**src/sv/string_set_sorter_macros.svh**
```systemverilog
// assertion macros for the string set sorter datapath (ssort_dp)
// expects i_clk and i_rst_n in the scope of use
`ifndef STRING_SET_SORTER_MACROS_SVH
`define STRING_SET_SORTER_MACROS_SVH

// property must hold at every clock edge out of reset
`define SSORT_ASSERT(lbl, prop, msg) \
    lbl: assert property (@(posedge i_clk) disable iff (!i_rst_n) prop) else $error(msg);

// expression must never be true out of reset
`define SSORT_NEVER(lbl, expr, msg) \
    lbl: assert property (@(posedge i_clk) disable iff (!i_rst_n) !(expr)) else $error(msg);

`endif

```
**src/sv/ssort_pkg.sv**
```systemverilog
// types, sizes and codes for the string set sorter
// used by ssort_ctrl, ssort_dp and string_set_sorter
package ssort_pkg;

    localparam int MAX_LINES      = 8;
    localparam int MAX_LINE_BYTES = 256;

    localparam int LINE_W = $clog2(MAX_LINES);
    localparam int CNT_W  = $clog2(MAX_LINES + 1);
    localparam int POS_W  = $clog2(MAX_LINE_BYTES + 1);
    localparam int ADDR_W = $clog2(MAX_LINES * MAX_LINE_BYTES);
    localparam int DEPTH  = MAX_LINES * MAX_LINE_BYTES;
    localparam int IDX_W  = 3;
    localparam int KEY_W  = 9;
    localparam int PADDR_W = 3;

    localparam logic [1:0] MODE_INPUT = 2'd0;
    localparam logic [1:0] MODE_LEX   = 2'd1;
    localparam logic [1:0] MODE_LINE  = 2'd2;
    localparam logic [1:0] MODE_WORD  = 2'd3;

    localparam logic REG_SORT_MODE = 1'b0;

    typedef struct packed {
        logic [7:0] char_byte;
        logic       end_of_line;
        logic       end_of_set;
    } t_in_word;

    typedef struct packed {
        logic [IDX_W-1:0] source_index;
        logic [KEY_W-1:0] key_length;
        logic             last_in_run;
    } t_out_word;

    typedef struct packed {
        logic load_en;
        logic pick_start;
        logic cand_inc;
        logic take;
        logic k_clr;
        logic k_inc;
        logic rd_issue;
        logic emit;
        logic clear_set;
    } t_cmd;

    typedef struct packed {
        logic eos_seen;
        logic cand_end;
        logic cand_done;
        logic have_best;
        logic mode_order;
        logic mode_lex;
        logic key_less;
        logic k_end;
        logic byte_ne;
        logic byte_lt;
        logic out_taken;
        logic run_done;
    } t_sts;

endpackage

```
**src/sv/ssort_ctrl.sv**
```systemverilog
// sequencer for loading, selection scan, byte compare and result hand-off
// depends on ssort_pkg
module ssort_ctrl import ssort_pkg::*; (
    input  logic i_clk,
    input  logic i_rst_n,
    input  t_sts i_sts,
    output t_cmd o_cmd
);

    typedef enum logic [2:0] {
        S_LOAD, S_PICK, S_SCAN, S_CMP_RD, S_CMP_CHK, S_EMIT, S_OUT_WAIT
    } t_state;

    t_state r_state, n_state;

    always_ff @(posedge i_clk) begin
        if (!i_rst_n) begin
            r_state <= S_LOAD;
        end else begin
            r_state <= n_state;
        end
    end

    always_comb begin
        n_state = r_state;
        o_cmd   = '0;
        unique case (r_state)
            S_LOAD: begin
                o_cmd.load_en = 1'b1;
                if (i_sts.eos_seen) begin
                    n_state = S_PICK;
                end
            end
            S_PICK: begin
                o_cmd.pick_start = 1'b1;
                n_state = S_SCAN;
            end
            S_SCAN: begin
                if (i_sts.cand_end) begin
                    n_state = S_EMIT;
                end else if (i_sts.cand_done) begin
                    o_cmd.cand_inc = 1'b1;
                end else if (!i_sts.have_best) begin
                    o_cmd.take     = 1'b1;
                    o_cmd.cand_inc = 1'b1;
                end else if (i_sts.mode_order) begin
                    o_cmd.cand_inc = 1'b1;
                end else if (i_sts.mode_lex) begin
                    o_cmd.k_clr = 1'b1;
                    n_state = S_CMP_RD;
                end else begin
                    o_cmd.take     = i_sts.key_less;
                    o_cmd.cand_inc = 1'b1;
                end
            end
            S_CMP_RD: begin
                if (i_sts.k_end) begin
                    o_cmd.take     = i_sts.key_less;
                    o_cmd.cand_inc = 1'b1;
                    n_state = S_SCAN;
                end else begin
                    o_cmd.rd_issue = 1'b1;
                    n_state = S_CMP_CHK;
                end
            end
            S_CMP_CHK: begin
                if (i_sts.byte_ne) begin
                    o_cmd.take     = i_sts.byte_lt;
                    o_cmd.cand_inc = 1'b1;
                    n_state = S_SCAN;
                end else begin
                    o_cmd.k_inc = 1'b1;
                    n_state = S_CMP_RD;
                end
            end
            S_EMIT: begin
                o_cmd.emit = 1'b1;
                n_state = S_OUT_WAIT;
            end
            S_OUT_WAIT: begin
                if (i_sts.out_taken) begin
                    if (i_sts.run_done) begin
                        o_cmd.clear_set = 1'b1;
                        n_state = S_LOAD;
                    end else begin
                        n_state = S_PICK;
                    end
                end
            end
            default: begin
                n_state = S_LOAD;
            end
        endcase
    end

endmodule

```
**config.mk**
```make
export PLATFORM = sky130hd
export DESIGN_NAME = ssort_ctrl
export DESIGN_NICKNAME = d
export VERILOG_FILES = /design/src/sv/string_set_sorter_macros.svh /design/src/sv/ssort_pkg.sv /design/src/sv/ssort_ctrl.sv
export SDC_FILE = /design/constraint.sdc
export NUM_CORES = 1
export LEC_CHECK = 0
export BUFFER_PORTS_ARGS = -buffer_cell sky130_fd_sc_hd__buf_4
export CAP_MARGIN = 10
export CORE_AREA = 2 2 39 41
export DETAILED_ROUTE_END_ITERATION = 6
export DIE_AREA = 0 0 41 43
export PLACE_DENSITY = 0.62
export SLEW_MARGIN = 20
export SYNTH_ARGS = -nofsm -noshare
export SYNTH_HDL_FRONTEND = slang
export SYNTH_SLANG_ARGS = --single-unit
export TNS_END_PERCENT = 30
```
**constraint.sdc**
```tcl
create_clock -name i_clk -period 3.21 [get_ports i_clk]
set_input_delay 0.321 -clock i_clk [delete_from_list [all_inputs] [get_ports i_clk]]
set_output_delay 0.321 -clock i_clk [all_outputs]
set_load 0.02 [all_outputs]
```
==> reports/results.txt, run 1 <==
status: completed
Seq cells post-synth: 3
average size of a mapped cell: 7.24 um^2
WS Path Type: reg2out
FMAX: 486 MHz
DRC Markers: 0
Layout Utilization: 0.382
GP Congestion: 0.798
Worst Path Arrival: 1.74 ns
final setup margin: 1.15 ns
ys async rst share: 0
worst hold path stage count: 2
Root Buffer: clkbuf_4
Slew HR: 0.736
setup TNS: 0 ns
DRT iter0 DRCs: 2
post-DP HPWL: 710 um
CTS max path bufs: 2
CTS tree: built
H-tree depth: 1
Area Growth Syn to Fin: 59.0%
final hold slack: 0.343 ns
pre-CTS WS: 1.39 ns
FP Rows: 14
final setup violating endpoints: 0
RSZ-0062 raised after global routing: false
antenna-violating nets left: 0
core area: 0.00138 mm^2
Die Height: 43 um
Top FF cell, synth: dfxtp_1
Reg clk slew, reported paths: 0.03 ns
first-pass GRT wire length: 1300 um
total CTS buffers: 3
via/cell ratio: 4.78
buffer count from post-CTS setup fixing: 0
Post-Synthesis Cells: 46
CP Max Fanout: 12
type of the worst min-delay path: in2reg
register with the most flip-flops: r_state
Post-Layout Inst Area: 529 um^2
commonest non-fill, non-tap cell in the layout: buf_4
Die ar.: 0.00176 mm^2
Post-synth EDFFs: 0
period utilisation layout: 0.641
initial antenna violation count: 0
Slew @ Worst Pin: 0.395 ns
cells on worst reg2reg path: 3
DR pass1 iterations: 4
clk sinks: 3
DRT Wirelength: 918 um
# hold bufs at CTS: 0
number of global-route vias before repair: 332
Total GRT Usage: 0.116
Crit. End Element: primary output
VDD IR max: 257 uV
net count after synthesis: 60
most frequent cells in the layout: buf_4, nor2_1, nand2_1
largest net degree at the start of global routing: 13
fin. max-slew vios: 0
Vias: 406
number of I/O port buffers: 22
IO Count: 23
sequential share of the synthesized area: 0.180
Clk Latency, worst-skew pair: 0.23 ns
Final Hold Fails: 0
post-synthesis cell type count: 28
Setup crit start kind: flip-flop
area of placed instances: 503 um^2
Critical Path RT: 2.89 ns
WL per Instance: 10.8 um
share of layout cells above drive strength 1: 0.406
Worst Skew: 0.00344 ns
biggest regs: r_state: 3 flops
GRT Residual Overflow: 0
minimum clock period: 2.06 ns
Max Cap Viol: 0
Initial Utilization: 0.241
post_cts resized: 0
Diodes inserted: 0
Synth Warn #: 0
pwr dens: 304 mW/mm^2
Post-Syn Area: 333 um^2
P_leak: 0.000263 uW
Die Wd: 41 um
Largest register FFs: 3
final net count: 84
==> where the power goes <==
group	internal, uW	switching (uW)	leakage, uW
sequential	40.0	7.17	0.0000245
clock	46.5	19.3	0.0000150
combinational	26.6	21.0	0.000224
==> kinds of logic after synthesis <==
group / count (synthesis) / synth area share
AND/OR/NAND/NOR: 28 / 0.519
AO/OA/AOI/OAI: 8 / 0.188
buffers and inverters: 6 / 0.0789
flip-flops: 3 / 0.180
multiplexers: 1 / 0.0338
==> critical path, cell delays in order, from the launching register on <==
cell and delay [ns]:
dfxtp_1 0.51, or4b_4 0.52, o311ai_1 0.28, buf_4 0.19
==> cell usage after synthesis, drive strengths merged (2+ instances only) <==
| library cell | number | area share |
|---|---|---|
| nor3 | 3 | 0.045 |
| dfxtp | 3 | 0.18 |
| buf | 3 | 0.045 |
| nand2 | 4 | 0.045 |
| nor2b | 2 | 0.038 |
| inv | 3 | 0.034 |
| nor2 | 5 | 0.056 |
| nand2b | 4 | 0.098 |
| nor3b | 2 | 0.045 |
==> area by class of cell <==
| class | instances | area, um^2 |
|---|---|---|
| Clock buffer | 4 | 26.3 |
| Fill cell | 148 | 855 |
| Inverter | 3 | 11.3 |
| Multi-Input combinational cell | 37 | 246 |
| Sequential cell | 3 | 60.1 |
| Tap cell | 16 | 20.0 |
| Timing Repair Buffer | 22 | 165 |
==> worst paths after layout <==
| kind | start | end | slack [ns] |
|---|---|---|---|
| setup reg to reg | r_state[1] | r_state[0] | 1.74 |
| hold / removal | i_rst_n | r_state[2] | 0.34 |
| setup / recovery | r_state[1] | o_cmd[5] | 1.15 |
| hold reg to reg | r_state[2] | r_state[0] | 0.65 |
==> stage by stage <==
stage / cells / power, uW
4_1_cts: 85 / 165
5_1_grt: 85 / 173
3_5_place_dp: 81 / 95.4
3_3_place_gp: 81 / 95.2
2_1_floorplan: 46 / 71.6
6_report: 85 / 161
==> metal layers <==
| layer | track usage | wire [um] | vias to the layer above |
|---|---|---|---|
| li1 | - | - | 211 |
| met1 | 0.138 | 395 | 173 |
| met2 | 0.144 | 401 | 22 |
| met3 | 0.0628 | 121 | 0 |
| met4 | 0.100 | 0 | 0 |
| met5 | 0 | 0 | - |
(Power assumes the default switching activity.)
==> inputs of run 2 (changes only) <==
clock period = 2.1 ns   (was 3.21 ns; I/O delays follow)
==> reports/results.txt, run 2 (same netlist as run 1, synthesis figures left out) <==
Worst Setup EP: o_cmd[5]
pwr dens: 461 mW/mm^2 (+52%)
Final Hold Fails: 0 (unchanged)
DRC Markers: 0 (unchanged)
Slew @ Worst Pin: 0.383 ns (-0.0113 ns)
Die ar.: 0.00176 mm^2 (unchanged)
RSZ-0062 raised after global routing: false
Max Cap Viol: 0 (unchanged)
Worst Path Buf+Inv: 1 (unchanged)
clk sinks: 3 (unchanged)
CTS max path bufs: 2 (unchanged)
post_cts resized: 0 (unchanged)
number of global-route vias before repair: 358 (+7.8%)
setup TNS: 0 ns (unchanged)
FMAX: 517 MHz
flop2flop setup slack: 0.62 ns (-1.12 ns)
minimum clock period: 1.93 ns
core area: 0.00138 mm^2 (unchanged)
buffer count from post-CTS setup fixing: 0 (unchanged)
GP Congestion: 0.808 (+1.3%)
cells on worst reg2reg path: 3 (unchanged)
Setup crit start kind: flip-flop
share of layout cells above drive strength 1: 0.406 (unchanged)
fin. max-slew vios: 0 (unchanged)
FP Rows: 14 (unchanged)
Reg clk slew, reported paths: 0.03 ns (about the same)
number of I/O port buffers: 22 (unchanged)
Slew HR: 0.744 (+0.00754)
Final Non-Filler Cells: 85 (unchanged)
Crit. End Element: primary output
initial antenna violation count: 0 (unchanged)
antenna-violating nets left: 0 (unchanged)
first-pass GRT wire length: 1370 um (+4.8%)
# hold bufs at CTS: 0 (unchanged)
H-tree depth: 1 (unchanged)
Root Buffer: clkbuf_4
cell family with most CP delay: simple AND/OR/NAND/NOR gates
PnR Total Power: 244 uW (+52%)
biggest regs: r_state: 3 flops
Critical Path RT: 1.89 ns (-1.00 ns)
via/cell ratio: 4.92 (+3.0%)
DR pass1 iterations: 2 (-2)
final net count: 84 (unchanged)
crit-path max cell delay: 0.53 ns (about the same)
Diodes inserted: 0 (unchanged)
CP startpoint: r_state[1]
commonest non-fill, non-tap cell in the layout: buf_4
crit-path cells: or4b_4 -> o311ai_1 -> buf_4
CTS tree: built
RR Endpoint: r_state[0]
Area Growth Syn to Fin: 59.0% (unchanged)
Worst Skew: 0.00182 ns (-0.00162 ns)
worst hold path stage count: 2 (unchanged)
period utilisation layout: 0.921
VDD IR max: 273 uV (+6.3%)
type of the worst min-delay path: in2reg
post-DP HPWL: 780 um (+9.8%)
register with the most flip-flops: r_state
final setup violating endpoints: 0 (unchanged)
Die Height: 43 um (unchanged)
total CTS buffers: 3 (unchanged)
DRT Wirelength: 957 um (+4.2%)
Vias: 418 (+3.0%)
Die Wd: 41 um (unchanged)
RR Startpoint: r_state[1]
IO Count: 23 (unchanged)
Worst Path Arrival: 1.72 ns (-0.02 ns)
most frequent cells in the layout: buf_4, nor2_1, nand2_1
WL per Instance: 11.3 um (+4.2%)
status: completed
Crit-path slowest cell: or4b_4
Clk Latency, worst-skew pair: 0.23 ns (about the same)
Total GRT Usage: 0.116 (-0.000233)
DRT iter0 DRCs: 6 (+4)
Largest register FFs: 3 (unchanged)
P_leak: 0.000263 uW (unchanged)
Critical Path Stages: 3 (unchanged)
Initial Utilization: 0.241 (unchanged)
GRT Residual Overflow: 0 (unchanged)
largest net degree at the start of global routing: 13 (unchanged)
Placed Instances: 81 (unchanged)
WS Path Type: reg2out
CP Max Fanout: 12 (unchanged)
-- run 2: cell counts in the layout (fill, tap and decap cells not counted) --
Identical to the previous run, type by type.
-- run 2: final cells by class --
class / count / area, um^2
clock buffer: 4 / 26.3
fill: 152 / 855
inverter: 3 / 11.3
multi-input combinational: 37 / 246
sequential: 3 / 60.1
tap: 16 / 20.0
timing repair buffer: 22 / 165
-- run 2: how the worst min path moves through the flow --
stage	start	to	slack [ns]
6_report	i_rst_n	r_state[2]	0.23
5_1_grt	i_rst_n	r_state[1]	0.24
4_1_cts	i_rst_n	r_state[2]	0.22
3_5_place_dp	i_rst_n	r_state[2]	0.47
3_3_place_gp	i_rst_n	r_state[2]	0.46
2_1_floorplan	i_rst_n	r_state[2]	0.34
-- run 2: metrics by stage --
stage	setup slack [ns]	util	instance area [um^2]	hold slack, ns
3_5_place_dp	0.414	0.363	503	0.467
3_3_place_gp	0.428	0.363	503	0.464
2_1_floorplan	0.425	-	333	0.338
6_report	0.165	0.382	529	0.226
5_1_grt	0.0682	0.382	529	0.236
4_1_cts	0.161	0.382	529	0.223
-- run 2: routing by layer --
| metal | global-route usage | routed length (um) |
|---|---|---|
| met5 | 0 | 0 |
| met4 | 0.0400 | 0 |
| met3 | 0.0681 | 114 |
| met2 | 0.184 | 461 |
| met1 | 0.121 | 380 |
-- run 2: report_power, final --
part	switching, uW	internal, uW
Sequential	10.7	61.1
Clock	28.0	71.0
Combinational	32.7	40.6
Total	71.4	173
==> inputs of run 3 (changes only) <==
ABC_AREA = 1   (was unset)
==> reports/results.txt, run 3 <==
status: completed
Critical Path RT: 1.89 ns (about the same)
number of global-route vias before repair: 410 (+15%)
Register Area: 60.1 um^2 (unchanged)
ys async rst share: 0 (unchanged)
Die ar.: 0.00176 mm^2 (unchanged)
Slew HR: 0.768 (+0.0243)
Initial Utilization: 0.236 (-0.00452)
post_cts resized: 0 (unchanged)
crit-path max cell delay: 0.51 ns (-0.02 ns)
Post-synth EDFFs: 0 (unchanged)
metal3 WL: 22 um (-81%)
met2 WL: 483 um (+4.8%)
number of I/O port buffers: 22 (unchanged)
first-pass GRT wire length: 1480 um (+8.1%)
GP Congestion: 0.750 (-7.2%)
via/cell ratio: 4.26 (-13%)
average size of a mapped cell: 5.83 um^2 (-19%)
area occupied by multi-input gates: 210 um^2 (-15%)
biggest regs: r_state: 3 flops
Placed Instances: 93 (+15%)
top cell type's share of synthesized area: 0.184 (+0.00346)
Layout fillers: 165 (+8.6%)
sequential share of the synthesized area: 0.184 (+0.00346)
GRT Residual Overflow: 0 (unchanged)
final setup margin: 0.540 ns (+0.374 ns)
total CTS buffers: 3 (unchanged)
FMAX: 641 MHz (+24%)
core area: 0.00138 mm^2 (unchanged)
H-tree depth: 1 (unchanged)
post-DP HPWL: 754 um (-3.3%)
CTS max path bufs: 2 (unchanged)
worst hold path stage count: 3 (+1)
cells on worst reg2reg path: 6 (+3)
Top FF cell, synth: dfxtp_1
DRC Markers: 0 (unchanged)
initial antenna violation count: 0 (unchanged)
Synth Warn #: 0 (unchanged)
Crit. End Element: primary output
RR Startpoint: r_state[1]
Root Buffer: clkbuf_4
DR pass1 iterations: 2 (unchanged)
Top Layer Used: met3
type of the worst min-delay path: in2reg
net count after synthesis: 70 (+17%)
Final Hold Fails: 0 (unchanged)
Total GRT Usage: 0.116 (+0.000233)
Post-Synthesis Cells: 56 (+22%)
Vias: 413 (-1.2%)
Die Wd: 41 um (unchanged)
Reg clk slew, reported paths: 0.03 ns (about the same)
Post-Syn Area: 327 um^2 (-1.9%)
Commonest cells post-synth: inv_1, nand3_1, nor2_1
most frequent cells in the layout: buf_4, inv_1, nand3_1, nor2_1, nand2_1
DRT iter0 DRCs: 4 (-2)
share of layout cells above drive strength 1: 0.457 (+0.0510)
Seq cells post-synth: 3 (unchanged)
Worst Path Arrival: 1.35 ns (-0.37 ns)
clk sinks: 3 (unchanged)
VDD IR max: 281 uV (+3.0%)
Slew @ Worst Pin: 0.347 ns (-0.0364 ns)
Clk Latency, worst-skew pair: 0.23 ns (about the same)
crit-path cells: nand3_2 -> nor2_1 -> nand2_1 -> o211ai_1 -> buf_4
area leader, netlist: dfxtp_1
period utilisation layout: 0.743 (-0.178)
register with the most flip-flops: r_state
final setup violating endpoints: 0 (unchanged)
final net count: 96 (+14%)
Crit-path slowest cell: dfxtp_1
Worst Hold Launch: i_rst_n
Setup crit start kind: flip-flop
buffer count from post-CTS setup fixing: 0 (unchanged)
post-synthesis cell type count: 16 (-43%)
Largest register FFs: 3 (unchanged)
Hold Path End: r_state[2]
IO Count: 23 (unchanged)
Max Cap Viol: 0 (unchanged)
setup TNS: 0 ns (unchanged)
Worst Skew: 0.00306 ns (+0.00124 ns)
FP Rows: 14 (unchanged)
largest net degree at the start of global routing: 9 (-4)
cell family with most CP delay: flip-flops
flop2flop setup slack: 0.90 ns (+0.28 ns)
RR Endpoint: r_state[1]
commonest non-fill, non-tap cell in the layout: buf_4
Die Height: 43 um (unchanged)
# hold bufs at CTS: 0 (unchanged)
CTS tree: built
WS Path Type: reg2out
DRT Wirelength: 860 um (-10%)
fin. max-slew vios: 0 (unchanged)
CP Max Fanout: 8 (-4)
ranking of synthesized cells by area: dfxtp_1, nand3_1, inv_1, nor2_1, nand2_1
pwr dens: 689 mW/mm^2 (+49%)
Met1 Wirelength: 355 um (-6.6%)
Final Non-Filler Cells: 97 (+14%)
RSZ-0062 raised after global routing: false
PnR Total Power: 363 uW (+49%)
Diodes inserted: 0 (unchanged)
pre-CTS WS: 0.772 ns (+0.358 ns)
minimum clock period: 1.56 ns (-0.374 ns)
P_leak: 0.000297 uW (+13%)
Area Growth Syn to Fin: 61.3%
antenna-violating nets left: 0 (unchanged)
WL per Instance: 8.87 um (-21%)
Worst Path Buf+Inv: 1 (unchanged)
-- run 3: worst max path at each step --
stage          startpoint         end  slack [ns]  depth (start not counted)
3_3_place_gp   r_state[2]    o_cmd[5]        0.82                          6
3_5_place_dp   r_state[1]    o_cmd[5]        0.77                          5
6_report       r_state[1]    o_cmd[5]        0.54                          5
5_1_grt        r_state[1]    o_cmd[5]        0.42                          5
2_1_floorplan  r_state[1]  r_state[0]        0.91                          6
4_1_cts        r_state[1]    o_cmd[5]        0.53                          5
-- run 3: kinds of logic (layout without fill, tap and decap cells) --
group | count (synthesis) | count (layout) | share of synthesized area
and+or+nand+nor | 36 | 36 | 0.556
buffers and inverters | 13 | 38 | 0.172
DFF | 3 | 3 | 0.184
AOI/OAI and AO/OA | 4 | 4 | 0.0881
-- run 3: where the power goes --
group | total [uW] | internal, uW | switching [uW] | leakage [uW]
logic | 176 | 75.2 | 101 | 0.000257
clock network | 97.4 | 70.9 | 26.5 | 0.0000150
registers | 89.7 | 68.1 | 21.6 | 0.0000246
-- run 3: routing by layer --
layer | vias up | global-route usage
met5 | - | 0
met4 | 0 | 0.0400
met3 | 0 | 0.0157
met2 | 4 | 0.209
met1 | 180 | 0.128
li1 | 229 | -
-- run 3: area by class of cell --
cell class | instances | share of cell area
flip-flops and latches | 3 | 0.114
multi-input cells | 40 | 0.399
well taps | 16 | 0.0380
repair buffers | 22 | 0.314
clock buffers | 4 | 0.0499
inverters | 12 | 0.0855
-- run 3: through the flow --
step	utilization	instance area, um^2	hold WS, ns
global route	0.381	527	0.247
floorplan	-	327	0.367
detailed placement	0.362	500	0.470
global placement	0.362	500	0.470
finish	0.381	527	0.237
CTS	0.381	527	0.231
-- run 3: worst min-delay path: stages --
cell,delay (ns)
buf_4,0.07
inv_1,0.05
nor2_1,0.09
